`src/timer_slot_pool_macros.svh`:
```
// timer_slot_pool_macros.svh: assertion shorthands for the timer slot pool.
// Expects clk and arst_n in the scope of the module that uses them.
`ifndef TIMER_SLOT_POOL_MACROS_SVH
`define TIMER_SLOT_POOL_MACROS_SVH

// same-cycle implication, checked outside reset
`define TSP_ASSERT_NOW(label, ante, cons) \
	label: assert property (@(posedge clk) disable iff (!arst_n) (ante) |-> (cons)) \
		else $error("timer_slot_pool assertion failed");

// next-cycle implication, checked outside reset
`define TSP_ASSERT_NEXT(label, ante, cons) \
	label: assert property (@(posedge clk) disable iff (!arst_n) (ante) |=> (cons)) \
		else $error("timer_slot_pool assertion failed");

`endif

```
`src/tsp_pkg.sv`:
```
// tsp_pkg: request codes, status codes and controller states of the timer slot pool.
// No dependencies.
package tsp_pkg;

	typedef enum logic [2:0] {
		CMD_TICK       = 3'd0,
		CMD_START_MEAS = 3'd1,
		CMD_END_MEAS   = 3'd2,
		CMD_START_TMR  = 3'd3,
		CMD_UPDATE     = 3'd4
	} cmd_code_t;

	typedef enum logic [2:0] {
		STAT_OK       = 3'd0,
		STAT_NO_FREE  = 3'd1,
		STAT_BAD_SLOT = 3'd2,
		STAT_NOT_DUE  = 3'd3,
		STAT_FREED    = 3'd4
	} status_code_t;

	typedef enum logic {
		ST_IDLE = 1'b0,
		ST_EXEC = 1'b1
	} ctrl_state_t;

	localparam int SLOT_W   = 6;
	localparam int DUR_W    = 32;
	localparam int TAG_W    = 16;
	localparam int STATUS_W = 3;
	localparam int ELAPSED_W = 32;

endpackage

```
`src/tsp_free_enc.sv`:
```
// tsp_free_enc: priority encoder, lowest clear bit of the slot busy vector.
// Uses tsp_pkg.
module tsp_free_enc
	import tsp_pkg::*;
#(
	parameter int NUM_SLOTS = 64,
	parameter int IDX_W     = 6
) (
	input  logic [NUM_SLOTS-1:0] busy,
	output logic                 found,
	output logic [IDX_W-1:0]     idx
);

	// scan from the top so the lowest free slot wins
	always_comb begin
		found = 1'b0;
		idx   = '0;
		for (int i = NUM_SLOTS - 1; i >= 0; i--) begin
			if (!busy[i]) begin
				found = 1'b1;
				idx   = IDX_W'(i);
			end
		end
	end

endmodule

```
`config.mk`:
```
export PLATFORM = sky130hd
export DESIGN_NAME = tsp_free_enc
export DESIGN_NICKNAME = d
export VERILOG_FILES = /design/src/timer_slot_pool_macros.svh /design/src/tsp_pkg.sv /design/src/tsp_free_enc.sv
export SDC_FILE = /design/constraint.sdc
export NUM_CORES = 1
export LEC_CHECK = 0
export ABC_AREA = 1
export BUFFER_PORTS_ARGS = -buffer_cell sky130_fd_sc_hd__buf_4
export CAP_MARGIN = 20
export CELL_PAD_IN_SITES_DETAIL_PLACEMENT = 1
export CELL_PAD_IN_SITES_GLOBAL_PLACEMENT = 1
export CORE_MARGIN = 2
export CORE_UTILIZATION = 22
export DETAILED_ROUTE_END_ITERATION = 6
export PLACE_DENSITY = 0.95
export SLEW_MARGIN = 5
export SYNTH_ARGS = -nofsm -noshare
export SYNTH_HDL_FRONTEND = slang
export SYNTH_SLANG_ARGS = --single-unit
```
`constraint.sdc`:
```
create_clock -name vclk -period 15.98
set_input_delay 4.794 -clock vclk [all_inputs]
set_output_delay 4.794 -clock vclk [all_outputs]
set_load 0.01 [all_outputs]
```
==> qor.txt, run 1 <==
Status: complete, no violations
Required @ worst endpoint: 11.19 ns
Fin nets: 302
Hold slack: 9.89 ns
Crit end category: output port
Filler instances: 483
DP HPWL: 2.60 mm
CP bufs+invs: 3
Setup bufs post-CTS: 0
Pin slew with the least headroom to its limit: 0.337 ns
# port buffers: 71
Final setup fails: 0
Drt total wl: 2.78 mm
Antenna-violating nets left: 0
Total Die Area: 3640 sq um
Final Cycle Share: 0.799
Hold buffers post-CTS: 0
Critical path startpoint: busy[63]
Die Y-Extent: 60.3 um
Crit-path slowest cell: buf_4
CORE AREA: 3030 sq um
Wire length per cell: 9.93 um
Slew margin rel.: 0.773
Seq/Total Area, Yosys: 0
Number of diodes: 0
Routability cong.: 0.693
Starting DRT DRC Count: 13
CP Capture Point: idx[0]
RSZ-0062 raised after global routing: false
Syn. warnings: 0
Crit path max-delay family: simple AND/OR/NAND/NOR gates
Netlist cell types: 14
M1 GR Usage: 0.172
Vias in the first global route: 1267
FP Rows: 20
Worst Path Arrival: 7.98 ns
Via density: 4.61
Pwr per Cell Area: 20.5 nW/um^2
Finished Core Util: 0.425
Max capacitance violation total: 0
Share of cells above drive strength 1: 0.305
IR drop worst, VDD: 7.00 uV
M2 GR Usage: 0.332
Largest net degree at the start of global routing: 5
Initial Util: 0.231
TNS Setup: 0 ns
Synth Instances: 165
Leak pwr: 0.697 nW
Clock buf count: 0
DRC: 0
HP Class: primary input to output port
Initial antenna violation count: 0
Mapped Nets: 229
Crit-path max cell delay: 0.12 ns
Total GRT Usage: 0.156
Multi-input gate area: 664 sq um
Max-slew violations: 0
Syn avg cell area: 4.23 sq um
Router iterations before antenna repair: 4
Congestion Overflow GR: 0
Global-route wire length before repair: 4.73 mm
Routed via count: 1290
Period minus WS final: 12.77 ns
CP Class: primary input to output port
Final-report hold violation count: 0
Chip Width: 60.3 um
Area delta synth->final: 84.2%
Crit path max fanout: 3
Most frequent CP cell: nand2_1
Met3 Usage GRT: 0.0149
Crit path depth: 63
Seq Cell Count: 0
PostCTS Resize Cnt: 0
FMAX: 78.3 MHz
GRT busiest layer: met2
Top Ports: 71
Startpoint Class: primary input
Cell Area, Synth: 698 sq um
Register area: 0 sq um
## power by group
part	internal, mW	switching, mW
sequential	0	0
combinational	0.0148	0.0116
clock	0	0
total	0.0148	0.0116
## tightest hold or removal path, stage by stage
cell     delay (ns)
buf_4          0.09
a31oi_1        0.08
buf_4          0.13
## worst min-delay path by stage
stage                 start     end  slack (ns)  cells after the start
floorplan           busy[1]  idx[1]        9.68                      2
global route        busy[3]  idx[1]        9.90                      3
CTS                 busy[3]  idx[1]        9.89                      3
global placement    busy[3]  idx[1]        9.88                      3
detailed placement  busy[3]  idx[1]        9.89                      3
finish              busy[2]  idx[1]        9.89                      3
## final cells by class
class / instances / share of cell area
Multi-Input combinational cell: 156 / 0.517
Timing Repair Buffer: 71 / 0.414
Tap cell: 44 / 0.0428
Inverter: 9 / 0.0263
## stage by stage
step	cells	setup slack (ns)	cell area [sq um]	total power [mW]
2_1_floorplan	165	3.74	698	0.00937
3_3_place_gp	280	3.32	1290	0.0257
3_5_place_dp	280	3.16	1290	0.0267
4_1_cts	280	3.13	1290	0.0268
5_1_grt	280	2.49	1290	0.0300
6_report	280	3.21	1290	0.0264
## cells in the mapped netlist
cell type / number / area [sq um]
a21oi_2: 1 / 8.76
nor3_1: 2 / 10.0
o21ai_0: 6 / 30.0
nand3_1: 7 / 35.0
inv_1: 9 / 33.8
nor4_1: 2 / 12.5
a31oi_1: 7 / 43.8
nand4_1: 6 / 37.5
a21boi_0: 1 / 7.51
nor2_1: 22 / 82.6
a21oi_1: 2 / 10.0
nand2_1: 97 / 364
o211ai_1: 1 / 7.51
o21bai_1: 2 / 15.0
## cells in the final DEF, fill, tap and decap left out
cell,count
nor3_1,2
o211ai_1,1
nand2_1,97
nor2_1,22
a31oi_1,7
o21ai_0,6
nand3_1,7
a21oi_1,2
a21boi_0,1
a21oi_2,1
buf_4,71
inv_1,9
nor4_1,2
o21bai_1,2
nand4_1,6
## logic make-up after synthesis
kind of cell	count (synthesis)	share of synthesized area
buffers and inverters	9	0.0484
AND/OR/NAND/NOR	136	0.776
AO/OA/AOI/OAI	20	0.176
## metal layers
metal  wire (um)  vias up  share of wire
met3         141        0          0.051
met1        1140      575           0.41
met4           0        0              0
met5           0        -              0
met2        1500       32           0.54
li1            -      683              -
Note: power is estimated with default switching activity, not from simulation.
==> run 2, diff against run 1 <==
--- a/config.mk
+++ b/config.mk
@@ -11,9 +11,9 @@
 export CELL_PAD_IN_SITES_DETAIL_PLACEMENT = 1
 export CELL_PAD_IN_SITES_GLOBAL_PLACEMENT = 1
 export CORE_MARGIN = 2
-export CORE_UTILIZATION = 22
+export CORE_UTILIZATION = 18
 export DETAILED_ROUTE_END_ITERATION = 6
-export PLACE_DENSITY = 0.95
+export PLACE_DENSITY = 0.87
 export SLEW_MARGIN = 5
 export SYNTH_ARGS = -nofsm -noshare
 export SYNTH_HDL_FRONTEND = slang
==> constraint.sdc (replaced) <==
create_clock -name vclk -period 11
set_input_delay 3.3 -clock vclk [all_inputs]
set_output_delay 3.3 -clock vclk [all_outputs]
set_load 0.01 [all_outputs]
==> run 2 against run 1 <==
  * Utilization is 7.5 points lower
  * Worst hold slack worse by 3.0 ns
  * Sequential share of layout area stayed put
  * Critical path depth stayed put
  * Design area is 0.39% higher
  * Combinational power is 45% higher
  * Largest power group unchanged
  * Wire length is 1.5% lower
  * Non-clock buffer count stayed put
  * Cell count is 1.4% higher
  * Via count is 0.70% higher
  * Critical endpoint unchanged
==> qor.txt, run 2 (synthesized netlist as in run 1, its figures left out) <==
Status: complete, no violations
Hold slack: 6.90 ns
TNS Setup: 0 ns
DRC: 0
P_sw: 0.0167 mW
Crit end category: output port
Share of cells above drive strength 1: 0.305
Worst Path Arrival: 6.56 ns
Final-report hold violation count: 0
Starting DRT DRC Count: 8
Gate power share: 1.000
Period minus WS final: 9.86 ns
Placed Area: 1290 sq um
Area delta synth->final: 84.9%
Switching part of the total: 0.437
Clock buf count: 0
Crit-path max cell delay: 0.12 ns
Worst Hold Endpoint: idx[1]
Routability cong.: 0.705
Most frequent CP cell: nand2_1
PostCTS Resize Cnt: 0
Hold path depth: 3
Crit path max fanout: 3
Final Cycle Share: 0.897
Number of diodes: 0
Final setup fails: 0
Drt total wl: 2.74 mm
Router iterations before antenna repair: 3
Top Ports: 71
Largest net degree at the start of global routing: 5
Max capacitance violation total: 0
Hold buffers post-CTS: 0
Setup bufs post-CTS: 0
Pwr per Cell Area: 29.6 nW/um^2
CP Class: primary input to output port
Initial antenna violation count: 0
Crit path max-delay family: simple AND/OR/NAND/NOR gates
Post-route cell area: 1290 sq um
Sequential share of power: 0
Power Internal: 0.0215 mW
Hold Path Origin: busy[3]
CP bufs+invs: 3
Chip Width: 66.3 um
RSZ-0062 raised after global routing: false
HP Class: primary input to output port
Via density: 4.57
Finished Core Util: 0.350
Highest-count cells in the layout ignoring fill and taps: 97 x nand2_1, 71 x buf_4, 22 x nor2_1
Total Die Area: 4390 sq um
CORE AREA: 3690 sq um
FP Rows: 22
Congestion Overflow GR: 0
IR drop worst, VDD: 9.68 uV
Required @ worst endpoint: 7.70 ns
Antenna-violating nets left: 0
Filler instances: 563
Seq Cell Count: 0
Clk pwr share: 0
Fin nets: 302
Global-route wire length before repair: 4.55 mm
DP HPWL: 2.56 mm
Total GRT Usage: 0.121
Routed via count: 1299
Vias in the first global route: 1251
Die Y-Extent: 66.3 um
Crit-path slowest cell: buf_4
Wire length per cell: 9.64 um
# port buffers: 71
Pin slew with the least headroom to its limit: 0.356 ns
Initial Util: 0.189
Leak pwr: 0.697 nW
Commonest non-fill, non-tap cell in the layout: nand2_1
Startpoint Class: primary input
Max-slew violations: 0
Register area: 0 sq um
Slew margin rel.: 0.760
FMAX: 101 MHz
-- run 2: layout make-up --
class | instances | area, sq um | area share
inverter | 9 | 33.8 | 0.0262
multi-input combinational | 156 | 664 | 0.515
tap | 48 | 60.1 | 0.0465
timing repair buffer | 71 | 533 | 0.413
-- run 2: how the worst max path moves through the flow --
stage,startpoint,endpoint,depth (start not counted)
3_5_place_dp,busy[63],idx[0],63
3_3_place_gp,busy[63],idx[0],63
6_report,busy[63],idx[0],63
4_1_cts,busy[63],idx[0],63
2_1_floorplan,busy[63],idx[0],61
5_1_grt,busy[63],idx[0],63
-- run 2: tightest hold or removal path, cell delays in order --
cell	delay [ns]
buf_4	0.09
a31oi_1	0.07
buf_4	0.13
-- run 2: routing by layer --
metal / track usage / vias up / routed length [um]
met5: 0 / - / 0
met4: 0 / 0 / 0
met3: 0.00511 / 0 / 171
met2: 0.253 / 35 / 1420
met1: 0.141 / 582 / 1150
li1: - / 682 / -
-- run 2: power groups by stage --
stage               Sequential [mW]  Clock [mW]  Combinational (mW)
finish                            0           0              0.0383
CTS                               0           0              0.0389
detailed placement                0           0              0.0388
floorplan                         0           0              0.0136
global placement                  0           0              0.0376
global route                      0           0              0.0436
-- run 2: metrics by stage --
| step | cells | power [mW] | worst slack, ns |
|---|---|---|---|
| after floorplan | 165 | 0.0136 | 1.74 |
| after global placement | 284 | 0.0376 | 1.30 |
| after detailed placement | 284 | 0.0388 | 1.08 |
| after CTS | 284 | 0.0389 | 1.06 |
| after global routing | 284 | 0.0436 | 0.418 |
| final | 284 | 0.0383 | 1.14 |
==> run 3, diff against run 2 <==
--- a/config.mk
+++ b/config.mk
@@ -5,15 +5,14 @@
 export SDC_FILE = /design/constraint.sdc
 export NUM_CORES = 1
 export LEC_CHECK = 0
-export ABC_AREA = 1
 export BUFFER_PORTS_ARGS = -buffer_cell sky130_fd_sc_hd__buf_4
 export CAP_MARGIN = 20
 export CELL_PAD_IN_SITES_DETAIL_PLACEMENT = 1
 export CELL_PAD_IN_SITES_GLOBAL_PLACEMENT = 1
 export CORE_MARGIN = 2
-export CORE_UTILIZATION = 18
+export CORE_UTILIZATION = 22
 export DETAILED_ROUTE_END_ITERATION = 6
-export PLACE_DENSITY = 0.87
+export PLACE_DENSITY = 0.89
 export SLEW_MARGIN = 5
 export SYNTH_ARGS = -nofsm -noshare
 export SYNTH_HDL_FRONTEND = slang
==> run 3 against run 2 <==
  * Sequential share of layout area unchanged
  * Fmax increased by 25%
  * Power increased by 2.7%
  * Die area decreased by 3.9%
  * Critical path type unchanged
  * Largest cell class unchanged
==> qor.txt, run 3 <==
Period minus WS final: 7.90 ns
Seq/Total Area, Yosys: 0
Placed Area: 1410 sq um
Routed via count: 1392
Required @ worst endpoint: 7.70 ns
Pin slew with the least headroom to its limit: 0.476 ns
Final setup fails: 0
Share of cells above drive strength 1: 0.340
IR drop worst, VDD: 9.25 uV
Chip Width: 65.0 um
Cell Area, Synth: 818 sq um
Leak pwr: 0.629 nW
Routability cong.: 0.778
Largest net degree at the start of global routing: 6
FP Rows: 22
Area delta synth->final: 72.5%
Total GRT Usage: 0.167
Share of the synthesized area in the top cell type: 0.106
Top Ports: 71
Netlist cell types: 33
GRT busiest layer: met2
Status: complete, no violations
Final-report hold violation count: 0
Synth area leaders: nand2_1 11%, nand4_1 9.9%, a21oi_1 6.7%
Wire length per cell: 13.7 um
Vias in the first global route: 1453
Finished Core Util: 0.391
Startpoint Class: primary input
Antenna-violating nets left: 0
PostCTS Resize Cnt: 0
Die Y-Extent: 65.0 um
Slew margin rel.: 0.674
Crit end category: output port
Max capacitance violation total: 0
CP Class: primary input to output port
Most frequent CP cell: buf_4
Worst Path Arrival: 4.60 ns
Router iterations before antenna repair: 4
Syn. warnings: 0
Crit-path slowest cell: a2111oi_0
Initial antenna violation count: 0
Starting DRT DRC Count: 41
Cell taking the most area after synthesis: nand2_1
Clock buf count: 0
Post-route cell area: 1410 sq um
Final cell count without fillers: 263
Total Die Area: 4220 sq um
Global-route wire length before repair: 5.91 mm
TNS Setup: 0 ns
Hold path depth: 4
# port buffers: 71
Via density: 5.29
Synth Instances: 144
Number of diodes: 0
CORE AREA: 3610 sq um
Synth cell count leaders: 23 x nand2_1, 13 x nand4_1, 12 x inv_1, 11 x a21oi_1, 11 x o21ai_0
Placed Cells: 263
M1 GR Usage: 0.194
DRC: 0
FMAX: 127 MHz
Worst-path cell chain: buf_4, inv_1, o21ai_0, a2111oi_0, o211ai_1, a31oi_1, buf_4
Initial Util: 0.227
Setup bufs post-CTS: 0
Congestion Overflow GR: 0
Drt total wl: 3.59 mm
Crit-path max cell delay: 0.52 ns
Highest-count cells in the layout ignoring fill and taps: 71 x buf_4, 23 x nand2_1, 13 x nand4_1
M2 GR Usage: 0.338
Register area: 0 sq um
Multi-input gate area: 773 sq um
Syn avg cell area: 5.68 sq um
Fin nets: 281
HP Class: primary input to output port
DP HPWL: 3.30 mm
Most frequent cell after synthesis: nand2_1
Pwr per Cell Area: 27.9 nW/um^2
Final Cycle Share: 0.718
Tot Pwr: 0.0393 mW
Max-slew violations: 0
Seq Cell Count: 0
Met3 Usage GRT: 0.0122
Mapped Nets: 208
Commonest non-fill, non-tap cell in the layout: buf_4
Crit path max fanout: 3
Filler instances: 507
RSZ-0062 raised after global routing: false
Hold buffers post-CTS: 0
-- run 3: changes by cell type after synthesis, sizes merged, moves of 4 or more --
cell	previous run	this run
a21oi	3	11
nand2b	0	4
nand2	97	23
nand4	6	14
o21ai	6	11
nor3	2	6
nor2b	0	5
nor2	22	7
-- run 3: critical path: cells and delay by family --
family	cells	cell delay, ns
compound gates	4	1.00
buf+inv	3	0.31
-- run 3: worst paths after layout --
kind / slack, ns / end / from
setup / recovery: 3.10 / idx[0] / busy[35]
hold / removal: 6.99 / idx[1] / busy[0]
-- run 3: cell type report --
class                      count  share of cell area
multi-input combinational    132               0.548
timing repair buffer          71               0.378
inverter                      12              0.0319
tap                           48              0.0426
-- run 3: kinds of logic after synthesis --
family | after synthesis | synth area share
and+or+nand+nor | 81 | 0.521
AOI/OAI and AO/OA | 51 | 0.424
buffers and inverters | 12 | 0.0550
-- run 3: report_power, final --
part	switching, mW	internal (mW)
Sequential	0	0
Combinational	0.0181	0.0212
Clock	0	0
-- run 3: through the flow --
stage                     hold WS, ns  setup slack (ns)
after floorplan                  6.74              3.41
after global placement           6.99              3.14
after detailed placement         6.99              3.08
after CTS                        6.99              3.08
after global routing             7.00              2.94
final                            6.99              3.10
-- run 3: per-layer routing --
layer | vias to the layer above | part of all wire
li1 | 715 | -
met1 | 631 | 0.41
met2 | 42 | 0.52
met3 | 4 | 0.058
met4 | 0 | 0.0089
met5 | - | 0
