$ cat src/timer_slot_pool_macros.svh
// timer_slot_pool_macros.svh: assertion shorthands for the timer slot pool.
// Expects clk and arst_n in the scope of the module that uses them.
`ifndef TIMER_SLOT_POOL_MACROS_SVH
`define TIMER_SLOT_POOL_MACROS_SVH

// same-cycle implication, checked outside reset
`define TSP_ASSERT_NOW(label, ante, cons) \
	label: assert property (@(posedge clk) disable iff (!arst_n) (ante) |-> (cons)) \
		else $error("timer_slot_pool assertion failed");

// next-cycle implication, checked outside reset
`define TSP_ASSERT_NEXT(label, ante, cons) \
	label: assert property (@(posedge clk) disable iff (!arst_n) (ante) |=> (cons)) \
		else $error("timer_slot_pool assertion failed");

`endif

$ cat src/tsp_ram.sv
// tsp_ram: generic single-write, single-read RAM with registered read data.
// No dependencies.
module tsp_ram #(
	parameter int WIDTH = 8,
	parameter int DEPTH = 16
) (
	input  logic                     clk,
	input  logic                     wr_en,
	input  logic [$clog2(DEPTH)-1:0] wr_addr,
	input  logic [WIDTH-1:0]         wr_data,
	input  logic                     rd_en,
	input  logic [$clog2(DEPTH)-1:0] rd_addr,
	output logic [WIDTH-1:0]         rd_data
);

	logic [WIDTH-1:0] mem [DEPTH];

	always_ff @(posedge clk) begin
		if (wr_en) begin
			mem[wr_addr] <= wr_data;
		end
		if (rd_en) begin
			rd_data <= mem[rd_addr];
		end
	end

endmodule

$ cat config.mk
export PLATFORM = sky130hd
export DESIGN_NAME = tsp_ram
export DESIGN_NICKNAME = d
export VERILOG_FILES = /design/src/timer_slot_pool_macros.svh /design/src/tsp_ram.sv
export SDC_FILE = /design/constraint.sdc
export NUM_CORES = 1
export LEC_CHECK = 0
export ABC_AREA = 1
export BUFFER_PORTS_ARGS = -buffer_cell sky130_fd_sc_hd__buf_4
export CORE_ASPECT_RATIO = 1.25
export CORE_MARGIN = 2
export CORE_UTILIZATION = 46
export DETAILED_ROUTE_END_ITERATION = 10
export PLACE_DENSITY = 0.7
export SYNTH_ARGS = -nofsm -noshare
export SYNTH_HDL_FRONTEND = slang
export SYNTH_SLANG_ARGS = --single-unit
$ cat constraint.sdc
create_clock -name clk -period 1.5 [get_ports clk]
set_input_delay 0.375 -clock clk [delete_from_list [all_inputs] [get_ports clk]]
set_output_delay 0.375 -clock clk [all_outputs]
set_load 0.02 [all_outputs]
==> results of run 1 <==
-- through the flow --
| step | TNS (ps) | total power [W] | cells |
|---|---|---|---|
| detailed placement | -454 | 0.00496 | 745 |
| floorplan | 0 | 0.00470 | 551 |
| finish | 0 | 0.00911 | 777 |
| CTS | 0 | 0.00916 | 777 |
| global route | 0 | 0.00940 | 777 |
| global placement | -287 | 0.00495 | 745 |
-- state kept, by name (all words and copies together), names as in the netlist --
signal   count
rd_data      8
mem        128
-- final timing paths --
kind	depth (start not counted)	endpoint	slack, ps	from
max	1	rd_data[1]	130	rd_data[1]$_DFFE_PP_
max reg2reg	6	rd_data[2]$_DFFE_PP_	310	mem[1][2]$_DFFE_PP_
min reg2reg	6	rd_data[2]$_DFFE_PP_	760	mem[12][2]$_DFFE_PP_
min	1	rd_data[2]$_DFFE_PP_	270	rd_en
-- area by class of cell --
| cell class | count | area [um2] |
|---|---|---|
| clock inverters | 15 | 183 |
| inverters | 102 | 383 |
| clock buffers | 17 | 425 |
| multi-input cells | 289 | 1210 |
| fillers | 1068 | 5620 |
| well taps | 168 | 210 |
| flip-flops and latches | 136 | 4080 |
| repair buffers | 50 | 425 |
-- cell families (layout without fill, tap and decap cells) --
logic type / count (synthesis) / after routing
buffers and inverters: 126 / 184
and+or+nand+nor: 289 / 289
DFF: 136 / 136
-- placed cells by master, fill, tap and decap left out, types with 3 or more instances in the layout --
cell type and n:
buf_12 4, buf_4 46, bufinv_16 4, clkbuf_16 17
clkinv_1 4, clkinv_2 3, edfxtp_1 136, inv_1 100
nand2_1 173, nand3_1 97, nor2_1 17
-- layer usage --
| layer | track usage [%] | part of all wire, % | vias to the layer above |
|---|---|---|---|
| li1 | - | - | 1868 |
| met1 | 24.4 | 39 | 1871 |
| met2 | 36.2 | 53 | 135 |
| met3 | 4.25 | 5.2 | 23 |
| met4 | 9.10 | 2.2 | 0 |
| met5 | 0 | 0 | - |
-- power by group through the flow --
| stage | combinational (W) | sequential [W] | clock [W] |
|---|---|---|---|
| after floorplan | 0.000300 | 0.00440 | 0 |
| after global placement | 0.000566 | 0.00439 | 0 |
| after detailed placement | 0.000575 | 0.00439 | 0 |
| after CTS | 0.000579 | 0.00431 | 0.00427 |
| after global routing | 0.000637 | 0.00431 | 0.00444 |
| final | 0.000576 | 0.00431 | 0.00422 |
==> results.py, run 1 <==
metrics = {
    "clocking": {
        "clock-sinks": 136,
        "cts-buffers-inserted": 17,
        "cts_hold_buf": 0,
        "clockBufferDepth": 2,
        "clock_latency_ps": 410,
        "clkTransAtPathRegs_ps": 60,
        "cts_tree": "yes",
        "cts_setup_buffers": 0,
        "ctsHtreeMaxLevel": 4,
        "cts_resized": 0,
        "cts-root-buf": "clkbuf_16",
    },
    "synthesis": {
        "yosys.area.top_type": "edfxtp_1",
        "synthesis.nets": 570,
        "synth-adder-area-share_pct": 0,
        "ys_top_cells_by_area": "edfxtp_1 70%, nand2_1 11%, nand3_1 8.3%",
        "synth_top_area_share_pct": 69.8,
        "yosysMostFrequentCell": "nand2_1",
        "avgSynthCellArea_um2": 10.6,
        "synth_edf_count": 136,
        "synthMuxAreaShare_pct": 0,
        "async_reset_ff_share_pct": 0,
        "synth_top_family_by_area": "simple AND/OR/NAND/NOR gates",
        "synthXorXnorAreaFrac_pct": 0,
        "synth_common_cells": "173 x nand2_1, 136 x edfxtp_1, 100 x inv_1",
        "ys_ff_latch": 136,
        "yosysSeqAreaShare_pct": 69.8,
        "ys.flop_type": "edfxtp_1",
        "yosys.area_share.simple_pct": 20.8,
        "syn-cell-area_mm2": 0.00585,
        "synthCells": 551,
        "synth_compound_area_share_pct": 0,
        "ys_types": 11,
        "synth-warning-count": 0,
    },
    "setup_path": {
        "cp_slowest_stage_delay_ps": 410,
        "critPathMaxFanout": 1,
        "endpoint_kind": "output pin",
        "worstPathCellList": "buf_4",
        "crit_family": "flip-flops",
        "critPathLaunchType": "flop",
        "arrival_ps": 1000,
        "worst-path-buf-inv": 1,
        "worstPathRequired_ps": 1120,
        "criticalPathCategory": "flop to output pin",
        "critPathSlowestCell": "edfxtp_1",
    },
    "global_route": {
        "antenna_found_initial": 0,
        "grt.total_usage_pct": 20.5,
        "overflow": 0,
        "grt_pass1_vias": 3814,
        "grt_max_degree": 39,
        "grt_pass1_wl_um": 20700,
    },
    "sta": {
        "finalCriticalPeriod_ps": 1370,
        "setup_slack_ps": 127,
        "worst_pin_slew_ps": 609,
        "hold_slack_ps": 273,
        "slew_headroom_pct": 59.4,
        "drv_slew": 0,
        "fmax_mhz": 728,
        "clock_skew_ps": 7.16,
        "setup_viol": 0,
        "rsz0062_at_grt": "no",
        "hold_viol": 0,
        "timing.final.crit_share_pct": 91.6,
    },
    "floorplanning": {
        "dieArea_mm2": 0.0136,
        "core-area_mm2": 0.0125,
        "die-height_um": 130,
        "initial_core_util_pct": 46.6,
        "row_count": 46,
        "pin_count": 27,
        "die_w_um": 105,
    },
    "power_and_ir_drop": {
        "power-per-cell-area_mw_per_mm2": 1320,
        "p_int_w": 0.00722,
        "p_clk_share_pct": 46.4,
        "pwr-share-seq_pct": 47.3,
        "peakVddDrop_uv": 689,
        "switching_power_w": 0.00188,
        "power_leakage_nw": 2.99,
        "swShare_pct": 20.7,
        "combPwrFrac_pct": 6.3,
    },
    "placement": {
        "port_buffers": 26,
        "gp_congestion": 0.867,
        "dpl_cell_area_mm2": 0.00632,
        "hpwl_um": 8250,
        "pre_cts_slack_ps": -93.4,
    },
    "route": {
        "drt_first_pass_iters": 6,
        "drt_iter0_drc": 271,
        "remaining_drc_errors": 0,
        "drt-total-wl_um": 13000,
        "wl_per_cell_um": 16.8,
        "avgViaCountPerCell": 5.02,
        "vias": 3897,
        "ant_nets": 0,
    },
    "cells_and_area": {
        "finalNetCount": 615,
        "diodes": 0,
        "drive_gt1_share_pct": 13.1,
        "final_cell_area_mm2": 0.00692,
        "syn_to_final_growth_pct": 18.4,
        "fin_util_pct": 55.2,
    },
    "hold_path": {
        "holdCritPathClass": "primary input to flop",
    },
    "run": {
        "cap_violations": 0,
    },
    "outcome": {
        "outcome": "finished clean",
    },
}
Note: power is estimated with default switching activity, not from simulation.
==> run 2, diff against run 1 <==
Settings changed: CELL_PAD_IN_SITES_DETAIL_PLACEMENT from default to 2, CELL_PAD_IN_SITES_GLOBAL_PLACEMENT from default to 2, CORE_UTILIZATION 46 to 41, PLACE_DENSITY 0.7 to 0.86.
==> results.py, run 2 (synthesis results as in run 1) <==
metrics = {
    "outcome": {
        "outcome": "finished clean",
    },
    "setup_path": {
        "r2r-end": "rd_data[6]$_DFFE_PP_",
        "critPathLaunchType": "flop",
        "cp_num_cells": 1,
        "r2r_start": "mem[5][6]$_DFFE_PP_",
        "endpoint": "rd_data[5]",
        "cp_slowest_stage_delay_ps": 440,
        "regToRegSetupSlack_ps": 190,
        "criticalPathCategory": "flop to output pin",
        "crit_family": "flip-flops",
        "endpoint_kind": "output pin",
        "arrival_ps": 1050,
        "reg2reg_depth": 6,
        "worstPathCellList": "buf_4",
        "worst-path-buf-inv": 1,
        "worstPathRequired_ps": 1120,
        "critPathMaxFanout": 1,
        "critPathSlowestCell": "edfxtp_1",
        "cp-startpoint": "rd_data[5]$_DFFE_PP_",
    },
    "placement": {
        "dpl_cell_area_mm2": 0.00639,
        "gp_congestion": 0.799,
        "hpwl_um": 11700,
        "port_buffers": 26,
    },
    "clocking": {
        "cts-buffers-inserted": 17,
        "cts_hold_buf": 0,
        "cts_resized": 0,
        "cts_setup_buffers": 0,
        "clock-sinks": 136,
        "clock_latency_ps": 420,
        "clkTransAtPathRegs_ps": 60,
        "ctsHtreeMaxLevel": 4,
        "clockBufferDepth": 2,
        "cts-root-buf": "clkbuf_16",
        "cts_tree": "yes",
    },
    "sta": {
        "drv_slew": 0,
        "rsz0062_at_grt": "no",
        "hold_slack_ps": 293,
        "timing.final.crit_share_pct": 94.9,
        "finalCriticalPeriod_ps": 1420,
        "slew_headroom_pct": 76.2,
        "setup_viol": 0,
        "worst_pin_slew_ps": 356,
        "hold_viol": 0,
        "clock_skew_ps": 9.75,
        "fmax_mhz": 702,
    },
    "route": {
        "ant_nets": 0,
        "drt_first_pass_iters": 4,
        "avgViaCountPerCell": 5.36,
        "drt-total-wl_um": 19600,
        "drt_iter0_drc": 234,
        "vias": 4235,
        "wl_per_cell_um": 24.8,
        "remaining_drc_errors": 0,
    },
    "global_route": {
        "antenna_found_initial": 0,
        "overflow": 0,
        "grt_pass1_wl_um": 29700,
        "grt_max_degree": 37,
        "grt.total_usage_pct": 27.1,
        "grt_pass1_vias": 4824,
    },
    "floorplanning": {
        "dieArea_mm2": 0.0152,
        "die-height_um": 138,
        "die_w_um": 111,
        "row_count": 48,
        "initial_core_util_pct": 42.1,
        "pin_count": 27,
        "core-area_mm2": 0.0139,
    },
    "hold_path": {
        "holdCritPathClass": "primary input to flop",
        "hold_start": "wr_data[7]",
    },
    "cells_and_area": {
        "diodes": 0,
        "fin_util_pct": 49.9,
        "largest_reg_flops": 128,
        "drive_gt1_share_pct": 14.5,
        "top_regs": "mem: 128 flops, rd_data: 8 flops",
        "layout_commonest_cell": "nand2_1",
        "finalNetCount": 621,
        "syn_to_final_growth_pct": 18.4,
        "regMostFlops": "mem",
        "final_cell_area_mm2": 0.00693,
        "most-common-layout-cells": "173 x nand2_1, 136 x edfxtp_1, 100 x inv_1",
        "fillers": 1423,
    },
    "power_and_ir_drop": {
        "power_leakage_nw": 2.98,
        "power-per-cell-area_mw_per_mm2": 1270,
        "peakVddDrop_uv": 808,
    },
    "run": {
        "cap_violations": 0,
    },
}
run 2: changes by cell type in the layout (fill, tap and decap cells not counted), sizes merged:
cell and delta:
buf +6, bufinv -4, clkinvlp +3, inv +1
run 2: metrics by stage:
stage	setup WS (ps)	instances	power [W]	setup TNS (ps)
2_1_floorplan	174	551	0.00470	0
3_3_place_gp	-96.5	758	0.00497	-240
3_5_place_dp	-175	758	0.00502	-812
4_1_cts	58.1	790	0.00886	0
5_1_grt	64.1	790	0.00905	0
6_report	75.8	790	0.00880	0
run 2: cell type report:
type	instances	area [um2]	share of cell area [%]
Clock inverter	15	105	1.52
Clock buffer	17	425	6.14
Sequential cell	136	4080	59.0
Multi-Input combinational cell	289	1210	17.5
Inverter	102	383	5.53
Timing Repair Buffer	56	495	7.15
Tap cell	175	219	3.16
run 2: per-layer routing:
layer  vias up  global-route usage, %  share of wire, %
met5         -                      0                 0
met4         0                   12.8               3.7
met2       109                   49.9                53
met1      2201                   30.5                40
li1       1881                      -                 -
met3        44                   5.32               3.2
run 2: worst min path at each step:
stage                                end  slack [ps]  cells after the start
global placement     mem[0][7]$_DFFE_PP_         700                      1
CTS                  mem[2][7]$_DFFE_PP_         280                      1
detailed placement   mem[1][7]$_DFFE_PP_         720                      1
floorplan            mem[0][0]$_DFFE_PP_         470                      0
finish               mem[2][7]$_DFFE_PP_         290                      1
global route        rd_data[1]$_DFFE_PP_         290                      1
run 2: power breakdown:
part           leakage, nW  internal (W)  switching (W)
clock network        0.249       0.00211        0.00172
logic                 1.50      0.000204       0.000453
registers             1.24       0.00428      0.0000353
total                 2.98       0.00659        0.00221
==> run 3, diff against run 2 <==
Settings changed: ABC_AREA 1 to default, CORE_UTILIZATION 41 to 46, MAX_ROUTING_LAYER from default to met4, PLACE_DENSITY 0.86 to 0.82.
==> results.py, run 3 <==
metrics = {
    "setup_path": {
        "r2r_start": "mem[0][7]$_DFFE_PP_",
        "critPathLaunchType": "flop",
        "regToRegSetupSlack_ps": -80,
        "endpoint": "rd_data[7]$_DFFE_PP_",
        "r2r-end": "rd_data[7]$_DFFE_PP_",
        "reg2reg_depth": 4,
        "critPathMaxFanout": 1,
        "cp-startpoint": "mem[0][7]$_DFFE_PP_",
        "arrival_ps": 1740,
        "worstPathRequired_ps": 1660,
        "criticalPathCategory": "flop to flop",
        "endpoint_kind": "flop",
    },
    "synthesis": {
        "synthXorXnorAreaFrac_pct": 0,
        "synthMuxAreaShare_pct": 14.8,
        "synth_edf_count": 136,
        "yosysMostFrequentCell": "edfxtp_1",
        "synth_top_family_by_area": "multiplexers",
        "synth-warning-count": 0,
        "ys_top_cells_by_area": "edfxtp_1 78%, mux4_2 7.8%, mux4_1 7.0%",
        "syn-cell-area_mm2": 0.00523,
        "synth-adder-area-share_pct": 0,
        "ys.flop_type": "edfxtp_1",
        "ys_ff_latch": 136,
        "async_reset_ff_share_pct": 0,
        "synth_top_area_share_pct": 78.1,
        "synthCells": 229,
        "yosysSeqAreaShare_pct": 78.1,
        "synth_common_cells": "136 x edfxtp_1, 18 x mux4_2, 16 x a22oi_1",
        "avgSynthCellArea_um2": 22.8,
        "ys_types": 18,
        "yosys.area_share.simple_pct": 3.14,
        "yosys.area.top_type": "edfxtp_1",
        "synthesis.nets": 248,
        "synth_compound_area_share_pct": 2.30,
    },
    "floorplanning": {
        "row_count": 43,
        "die_w_um": 99.4,
        "die-height_um": 123,
        "core-area_mm2": 0.0111,
        "initial_core_util_pct": 47.2,
        "dieArea_mm2": 0.0122,
        "pin_count": 27,
    },
    "placement": {
        "dpl_cell_area_mm2": 0.00578,
        "port_buffers": 26,
        "gp_congestion": 0.730,
        "pre_cts_slack_ps": -484,
        "hpwl_um": 9230,
        "placed_cells": 408,
    },
    "global_route": {
        "grt.total_usage_pct": 25.8,
        "grt_pass1_vias": 2857,
        "grt_pass1_wl_um": 20500,
        "grt_max_degree": 17,
        "antenna_found_initial": 1,
        "overflow": 0,
    },
    "clocking": {
        "cts_tree": "yes",
        "cts-root-buf": "clkbuf_16",
        "cts_setup_buffers": 0,
        "clkTransAtPathRegs_ps": 60,
        "clock_latency_ps": 420,
        "ctsHtreeMaxLevel": 4,
        "cts-buffers-inserted": 17,
        "clockBufferDepth": 2,
        "clock-sinks": 136,
        "cts_hold_buf": 0,
    },
    "route": {
        "wl_per_cell_um": 33.5,
        "vias": 2632,
        "avgViaCountPerCell": 5.98,
        "drt_first_pass_iters": 4,
        "drt-total-wl_um": 14800,
        "remaining_drc_errors": 0,
        "drt_iter0_drc": 251,
        "ant_nets": 0,
    },
    "cells_and_area": {
        "layout_commonest_cell": "edfxtp_1",
        "syn_to_final_growth_pct": 24.0,
        "final_cell_area_mm2": 0.00648,
        "area.sequential_mm2": 0.00408,
        "fin_util_pct": 58.5,
        "finalNetCount": 311,
        "drive_gt1_share_pct": 44.1,
        "top_regs": "mem: 128 flops, rd_data: 8 flops",
        "multi_input_area_mm2": 0.00111,
        "regMostFlops": "mem",
        "largest_reg_flops": 128,
        "fillers": 886,
        "final_cells": 440,
        "most-common-layout-cells": "136 x edfxtp_1, 47 x buf_4, 30 x mux4_2",
    },
    "sta": {
        "worst_pin_slew_ps": 1000,
        "setup-tns-final_ps": -308,
        "drv_slew": 0,
        "fmax_mhz": 633,
        "slew_headroom_pct": 32.9,
        "clock_skew_ps": 10.6,
        "hold_viol": 0,
        "finalCriticalPeriod_ps": 1580,
        "timing.final.crit_share_pct": 105,
        "setup_slack_ps": -79.3,
        "rsz0062_at_grt": "yes",
        "setup_viol": 7,
    },
    "outcome": {
        "violations": "setup timing",
        "outcome": "complete, but fails checks",
    },
    "run": {
        "cap_violations": 0,
    },
    "power_and_ir_drop": {
        "peakVddDrop_uv": 794,
        "power-per-cell-area_mw_per_mm2": 1450,
        "power_leakage_nw": 2.15,
    },
    "hold_path": {
        "holdCritPathClass": "primary input to flop",
    },
}
## run 3: cell count changes in the layout (fill, tap and decap cells not counted), sizes merged, moves of 2 or more
| cell | delta |
|---|---|
| clkinv | -3 |
| a22oi | +16 |
| mux4 | +32 |
| inv | -104 |
| nor2 | -4 |
| bufinv | +5 |
| nand2 | -164 |
| nand3 | -96 |
| nand2b | +2 |
| buf | -2 |
| nor3 | +4 |
## run 3: report_power, final
part	total (W)	switching, W	internal (W)
Combinational	0.000547	0.000316	0.000231
Clock	0.00454	0.00162	0.00292
Sequential	0.00432	0.0000358	0.00428
## run 3: kinds of logic (layout without fill, tap and decap cells)
group           Yosys count  after routing
flops                   136            136
compound gates           16             16
buf+inv                  10             85
other cells               0              1
mux                      32             32
simple gates             35             35
## run 3: per-stage QoR
| stage | power (W) | hold WS, ps |
|---|---|---|
| 6_report | 0.00941 | 243 |
| 5_1_grt | 0.00963 | 236 |
| 4_1_cts | 0.00944 | 226 |
| 3_5_place_dp | 0.00491 | 665 |
| 3_3_place_gp | 0.00485 | 656 |
| 2_1_floorplan | 0.00464 | 474 |
## run 3: critical path, cell delays in order, from the launching register on
cell and delay, ps:
edfxtp_1 410, mux4_2 480, a22oi_2 210, buf_4 170, nand2_2 60
## run 3: routing by layer
| metal | global-route usage (%) | up-vias | wire length (um) |
|---|---|---|---|
| met1 | 33.1 | 1398 | 6030 |
| met2 | 40.4 | 113 | 7460 |
| met3 | 6.22 | 23 | 877 |
| met5 | - | - | 0 |
| met4 | 9.93 | 0 | 381 |
| li1 | - | 1098 | - |
## run 3: repair_timing
item / CTS / global route
pin swaps: 2 / 2
endpoints found under the setup margin: 7 / 7
resized for setup: 14 / 3
## run 3: cell type report
cell class / count / share of cell area [%]
repair buffers: 54 / 7.47
clock buffers: 17 / 6.56
well taps: 135 / 2.61
diodes: 1 / 0.0386
multi-input cells: 83 / 17.1
flip-flops and latches: 136 / 63.0
clock inverters: 14 / 3.19
## run 3: how the worst min path moves through the flow
| stage | cells after the start | start | end |
|---|---|---|---|
| 3_5_place_dp | 1 | rd_en | rd_data[0]$_DFFE_PP_ |
| 5_1_grt | 1 | rd_en | rd_data[2]$_DFFE_PP_ |
| 2_1_floorplan | 0 | wr_data[0] | mem[0][0]$_DFFE_PP_ |
| 3_3_place_gp | 1 | rd_en | rd_data[6]$_DFFE_PP_ |
| 6_report | 1 | rd_en | rd_data[6]$_DFFE_PP_ |
| 4_1_cts | 1 | rd_en | rd_data[6]$_DFFE_PP_ |
